## src/mif_pkg.sv

```systemverilog
`default_nettype none

package mif_pkg;

    // register indexes on the configuration port
    localparam logic [1:0] CFG_CELL_WIDTH = 2'd0;
    localparam logic [1:0] CFG_TIME_STEP  = 2'd1;
    localparam logic [1:0] CFG_INFIL_ON   = 2'd2;

    // flow direction codes
    localparam logic [1:0] DIR_NONE = 2'd0;
    localparam logic [1:0] DIR_FWD  = 2'd1;
    localparam logic [1:0] DIR_REV  = 2'd2;

    // saturation limits
    localparam logic [47:0] FLOW_MAX   = 48'h7FFF_FFFF_FFFF;
    localparam logic [47:0] PROD_CAP   = 48'h8000_0000_0000;
    localparam logic [31:0] SF_POS_MAX = 32'h7FFF_FFFF;
    localparam logic [31:0] SF_NEG_MAX = 32'h8000_0000;

    // side data carried through the slope divider
    typedef struct packed {
        logic        neg;
        logic [31:0] h;
        logic [15:0] n;
        logic [32:0] need;
    } div1_side_t;

    // side data carried through the square root
    typedef struct packed {
        logic [31:0] sfraw;
        logic [1:0]  dir;
        logic        excess;
        logic [15:0] n;
        logic [31:0] x;
    } sqrt_side_t;

    // side data carried through the cube root
    typedef struct packed {
        logic [31:0] sfraw;
        logic [1:0]  dir;
        logic        excess;
        logic [15:0] n;
        logic [31:0] x;
        logic [39:0] a1;
        logic        big;
    } cbrt_side_t;

    // side data carried through the roughness divider
    typedef struct packed {
        logic [31:0] sfraw;
        logic [1:0]  dir;
        logic        excess;
        logic        pz;
    } div2_side_t;

endpackage

`default_nettype wire

```

## src/mif_sqrt.sv

```systemverilog
`default_nettype none

module mif_sqrt
    import mif_pkg::*;
#(
    parameter int NW = 48,
    parameter int SW = 1
)
(
    input  wire logic            clk,
    input  wire logic            rst_n,
    input  wire logic            en,
    input  wire logic            in_valid,
    input  wire logic [NW-1:0]   radicand,
    input  wire logic [SW-1:0]   side_in,
    output logic                 out_valid,
    output logic [NW/2-1:0]      root,
    output logic [SW-1:0]        side_out
);

    localparam int RTW = NW / 2;
    localparam int RW  = RTW + 1;

    // one root bit per stage
    logic [NW-1:0]  work_reg [RTW];
    logic [RW-1:0]  rem_reg  [RTW];
    logic [RTW-1:0] root_reg [RTW];
    logic [SW-1:0]  side_reg [RTW];
    logic [RTW-1:0] vld_reg;

    logic [NW-1:0]  work_in  [RTW];
    logic [RW-1:0]  rem_in   [RTW];
    logic [RTW-1:0] root_in  [RTW];
    logic [SW-1:0]  side_in_s[RTW];
    logic [RW+1:0]  shifted  [RTW];
    logic [RW+1:0]  trial    [RTW];
    logic [RW+1:0]  diff     [RTW];
    logic           ge       [RTW];

    // stage inputs
    always_comb
    begin
        work_in[0]   = radicand;
        rem_in[0]    = '0;
        root_in[0]   = '0;
        side_in_s[0] = side_in;
        for (int k = 1; k < RTW; k++)
        begin
            work_in[k]   = work_reg[k-1];
            rem_in[k]    = rem_reg[k-1];
            root_in[k]   = root_reg[k-1];
            side_in_s[k] = side_reg[k-1];
        end
    end

    // trial subtract of 4r+1
    always_comb
    begin
        for (int k = 0; k < RTW; k++)
        begin
            shifted[k] = {rem_in[k], work_in[k][NW-1:NW-2]};
            trial[k]   = {1'b0, root_in[k], 2'b01};
            diff[k]    = shifted[k] - trial[k];
            ge[k]      = shifted[k] >= trial[k];
        end
    end

    // valid bits
    always_ff @(posedge clk or negedge rst_n)
    begin
        if (!rst_n)
        begin
            vld_reg <= '0;
        end
        else if (en)
        begin
            vld_reg <= {vld_reg[RTW-2:0], in_valid};
        end
    end

    // payload
    always_ff @(posedge clk)
    begin
        if (en)
        begin
            for (int k = 0; k < RTW; k++)
            begin
                work_reg[k] <= {work_in[k][NW-3:0], 2'b00};
                rem_reg[k]  <= ge[k] ? diff[k][RW-1:0] : shifted[k][RW-1:0];
                root_reg[k] <= {root_in[k][RTW-2:0], ge[k]};
                side_reg[k] <= side_in_s[k];
            end
        end
    end

    assign out_valid = vld_reg[RTW-1];
    assign root      = root_reg[RTW-1];
    assign side_out  = side_reg[RTW-1];

endmodule

`default_nettype wire

```

## config.mk

```make
export PLATFORM = sky130hd
export DESIGN_NAME = mif_sqrt
export DESIGN_NICKNAME = d
export VERILOG_FILES = /design/src/mif_pkg.sv /design/src/mif_sqrt.sv
export SDC_FILE = /design/constraint.sdc
export NUM_CORES = 2
export LEC_CHECK = 0
export BUFFER_PORTS_ARGS = -buffer_cell sky130_fd_sc_hd__buf_2
export CORE_ASPECT_RATIO = 1.2
export CORE_MARGIN = 2
export CORE_UTILIZATION = 55
export DETAILED_ROUTE_END_ITERATION = 8
export HOLD_SLACK_MARGIN = 0.03
export MAX_ROUTING_LAYER = met4
export PLACE_DENSITY_LB_ADDON = 0.25
export SLEW_MARGIN = 20
export SYNTH_ARGS = -nofsm -noshare
export SYNTH_HDL_FRONTEND = slang
export SYNTH_SLANG_ARGS = --single-unit
```

## constraint.sdc

```tcl
create_clock -name clk -period 2.78 [get_ports clk]
set_input_delay 0.139 -clock clk [delete_from_list [all_inputs] [get_ports clk]]
set_output_delay 0.139 -clock clk [all_outputs]
set_load 0.1 [all_outputs]
```

; After elaboration in Yosys (flattened, before gate mapping)
; Memory sizes are Yosys's and may differ from the RTL's.
; Cells that the tools add are included.
[word_totals]
ff_bits = 24
latchBits = 0
ram_bits = 2304
rom_bits = 0
memories = 4
[memory_table]
columns = name, words, word_bits, read_ports, rd_clocked_by_memory_dff, wr, line
row1 = work_reg, 24, 46, 23, 0, 24, mif_sqrt.sv:25  ; logic [NW-1:0] work_reg [RTW];
row2 = rem_reg, 24, 25, 23, 0, 24, mif_sqrt.sv:26  ; logic [RW-1:0] rem_reg [RTW];
row3 = root_reg, 24, 24, 24, 0, 24, mif_sqrt.sv:27  ; logic [RTW-1:0] root_reg [RTW];
row4 = side_reg, 24, 1, 24, 0, 24, mif_sqrt.sv:28  ; logic [SW-1:0] side_reg [RTW];
[op_classes]
add_sub_neg = 24
mul = 0
n_div = 0
order_cmp = 24
n_eq_ne = 0
n_shift = 0
mux = 26
bitwise = 0
n_reduce_logical = 0
[op_table]
columns = cell, count
row1 = $ge 27x26->1, 23
row2 = $mux 25, 24
row3 = $sub 25x25->25, 23
row4 = $sub 2x1->3 const B, 1
row5 = $ge 2x1->1 const B, 1
row6 = $mux 1, 2

; Logic depth before layout (Yosys ltp)
; An unclocked memory read counts as a cell.
[logic_depth]
ltp_word = 3
mapped_depth = 13
mapped_depth_nobuf = 12

; Least setup slack after synthesis
; No wires, ideal clock.
[synth_timing]
path_kind = reg2reg
start = memory rem_reg[2][26] (netlist name)
end = memory rem_reg[2][73] (netlist name), data pin
setup_ns = 0.260
arrival_ns = 2.789
slack_ns = -0.269
path_stages_with_launch = 10
n_path_buf = 0
synth_period_minus_slack_ns = 3.049
cell_sequence = edfxtp_1 > ha_1 > nor3_1 > a211oi_1 > o221a_2 > a221oi_2 > o31ai_2 > or3_1 > a311oi_1 > mux2_2
[synth_rtl]
columns = element, line
row1 = "start, declared", mif_sqrt.sv:26

==> impl_metrics.ini <==
[logic_synthesis]
synth-main-ff-cell = edfxtp_1
yosys.cell_count.top_type = edfxtp_1
synth_nets = 5421
synth-seq-area-share_pct = 65.0
syn_area_per_cell_sq_um = 13.2
synth_area_leaders = edfxtp_1 (64%), ha_1 (6.1%), xnor2_1 (3.2%)
ys_types = 89
ys_ff_latch = 1443
ys_warn_count = 0
synth_commonest_cells = edfxtp_1 (1,419), inv_1 (388), nand2_1 (328)
yosysTopAreaCell = edfxtp_1
synth_edf_count = 1419
async_flop_share_pct = 1.66
netlist.area_leader.share_pct = 64.1
synth_area_sq_um = 66400
syn-instance-count = 5043

[floorplanning]
start_util_pct = 55.4
coreArea_sq_um = 120000
die_h_microns = 385
dieWidth_microns = 321
die-area_sq_um = 124000
placementRows = 139
ios = 79

[worst_hold_path]
min_path_type = in -> reg

[cts]
clk_latency_ns = 0.80
cts_buffers = 143
cts_max_level = 4
clkTransAtPathRegs_ns = 0.06
clock-sinks = 1443
cts_tree = done
cts_buffer_depth = 3
cts_root_buf = clkbuf_16

[cells_and_area]
diodes = 0
layout.cells.non_filler = 7834
utilization_pct = 71.0
area_growth_pct = 28.0
design_area_sq_um = 85100
drive_gt1_share_pct = 28.2
nNetsFinal = 6550
largest_reg_flops = 552

[timing]
max_freq_mhz = 334
setup_viol = 68
layout_setup_ws_ns = -0.214
setup_tns_ns = -4.23
slew_viol_final = 0
period_needed_ns = 2.99
clock-skew-final_ns = 0.0386
whs_ns = 0.0845
hold_viol = 0
worst_pin_slew_ns = 0.679
relSlewSlack_pct = 54.3
rsz0062_at_grt = yes
period_share_pct = 108

[run]
cap_violations = 0

[route]
top_layer_used = met4
via_per_inst = 5.57
drtIter0Drc = 2237
drc_errors = 0
wl_microns = 146000
wl_met1_microns = 51000
wl_per_cell_microns = 18.7
vias = 43700
wl_met3_microns = 4330
dr_wl_met2_microns = 82700
drt_first_pass_iters = 5
ant_nets = 0

[global_route]
track_usage_pct = 23.5
overflow = 0
grt_max_degree = 109
grt_pass1_vias = 44200
antenna_found_initial = 0
grt_pass1_wl_microns = 222000

[setup_path]
start_kind = flip-flop
cp.arrival_ns = 3.51
required_ns = 3.29
reg2reg_slack_ns = -0.21
critPathLaunch = rem_reg[2][25]$_DFFE_PP_
setup.worst_path.end = rem_reg[2][73]$_DFFE_PP_
path_max_fanout = 2
worstSetupPathType = reg -> reg
rr_worst_depth = 9
cp-end-kind = flip-flop
worst_r2r_startpoint = rem_reg[2][25]$_DFFE_PP_
reg2reg_to = rem_reg[2][73]$_DFFE_PP_

[power]
peakVddDrop_uv = 619
p_leak_nw = 33.5
powerDensity_nw_per_um2 = 737

[placement]
routabilityCongestion = 0.917
placedCellCount = 7285
io_buffer_count = 78
placed_cell_area_sq_um = 74200
dp_hpwl_microns = 98000

[run_status]
violations = setup timing
status = finished with violations
kinds of logic (layout without fill, tap and decap cells):
family	after synthesis	count (layout)	synth area share, %
AOI/OAI and AO/OA	983	985	9.31
xor gates and xnor gates	416	416	5.48
adders and majority gates	325	325	6.12
buffers and inverters	475	1712	2.75
DFF	1443	1443	65.0
muxes	82	82	1.38
other	1	1	0.00564
and+or+nand+nor	1318	1319	9.92
what timing repair did:
item,4_1_cts,5_1_grt
pin swaps,135,206
endpoints found under the setup margin,263,354
buffers inserted,87,116
hold buffers,93,1
resized for setup,337,437
cloned,5,9
hold endpoints to repair,165,24
stage by stage:
step / setup WS [ns] / power [mW]
2_1_floorplan: -0.0627 / 36.3
3_3_place_gp: -0.397 / 41.2
3_5_place_dp: -0.449 / 41.5
4_1_cts: -0.227 / 61.8
5_1_grt: -0.303 / 65.5
6_report: -0.214 / 62.7
worst min-delay path by stage:
stage / from / end / slack, ns / depth (start not counted)
2_1_floorplan: rst_n / vld_reg[0]$_DFFE_PN0P_ / -0.16 / 0
6_report: radicand[18] / work_reg[0][18]$_DFFE_PP_ / 0.08 / 2
3_3_place_gp: rst_n / vld_reg[17]$_DFFE_PN0P_ / 0.13 / 1
5_1_grt: radicand[23] / work_reg[0][23]$_DFFE_PP_ / 0.06 / 2
3_5_place_dp: rst_n / vld_reg[18]$_DFFE_PN0P_ / 0.14 / 1
4_1_cts: radicand[19] / work_reg[0][19]$_DFFE_PP_ / 0.03 / 2
cells in the final DEF (no fill, tap or decap), drive strengths merged, types with 22 or more instances in the layout:
| master | count |
|---|---|
| a211oi | 28 |
| a21o | 123 |
| a21oi | 288 |
| a31oi | 28 |
| and2 | 28 |
| and3 | 25 |
| buf | 969 |
| clkbuf | 175 |
| clkinv | 55 |
| dfrtp | 24 |
| dlygate4sd3 | 93 |
| edfxtp | 1419 |
| ha | 325 |
| inv | 399 |
| mux2 | 75 |
| nand2 | 329 |
| nand2b | 64 |
| nand3 | 107 |
| nand4 | 57 |
| nor2 | 319 |
| nor2b | 45 |
| nor3 | 122 |
| nor4 | 76 |
| o211ai | 27 |
| o21a | 73 |
| o21ai | 248 |
| o21bai | 22 |
| o31ai | 30 |
| or3 | 44 |
| or4 | 33 |
| xnor2 | 243 |
| xor2 | 173 |
worst max-delay path, stage by stage (launching register included):
cell,delay (ns)
edfxtp_1,0.44
ha_4,0.21
nor3_4,0.21
a211oi_4,0.10
o221a_4,0.30
a221oi_4,0.33
o31ai_4,0.14
or3_4,0.40
a311oi_2,0.28
mux2_4,0.32
metal layers:
| layer | vias to the layer above | GRT usage (%) |
|---|---|---|
| met4 | 0 | 12.6 |
| met2 | 947 | 45.1 |
| met3 | 442 | 3.14 |
| met1 | 21300 | 22.6 |
| li1 | 21000 | - |
| met5 | - | - |
cell type report:
type,count,area (sq um)
Multi-Input combinational cell,3128,24800
Tap cell,1551,1940
Clock buffer,170,3700
Fill cell,7792,34800
Clock inverter,86,917
Inverter,389,1460
Sequential cell,1443,43200
Timing Repair Buffer,1067,9010
power by group:
part           switching (mW)  internal, mW
logic                    7.60          7.23
registers                1.62          27.2
clock network            8.26          10.8
total                    17.5          45.2
Note: power is estimated with default switching activity, not from simulation.
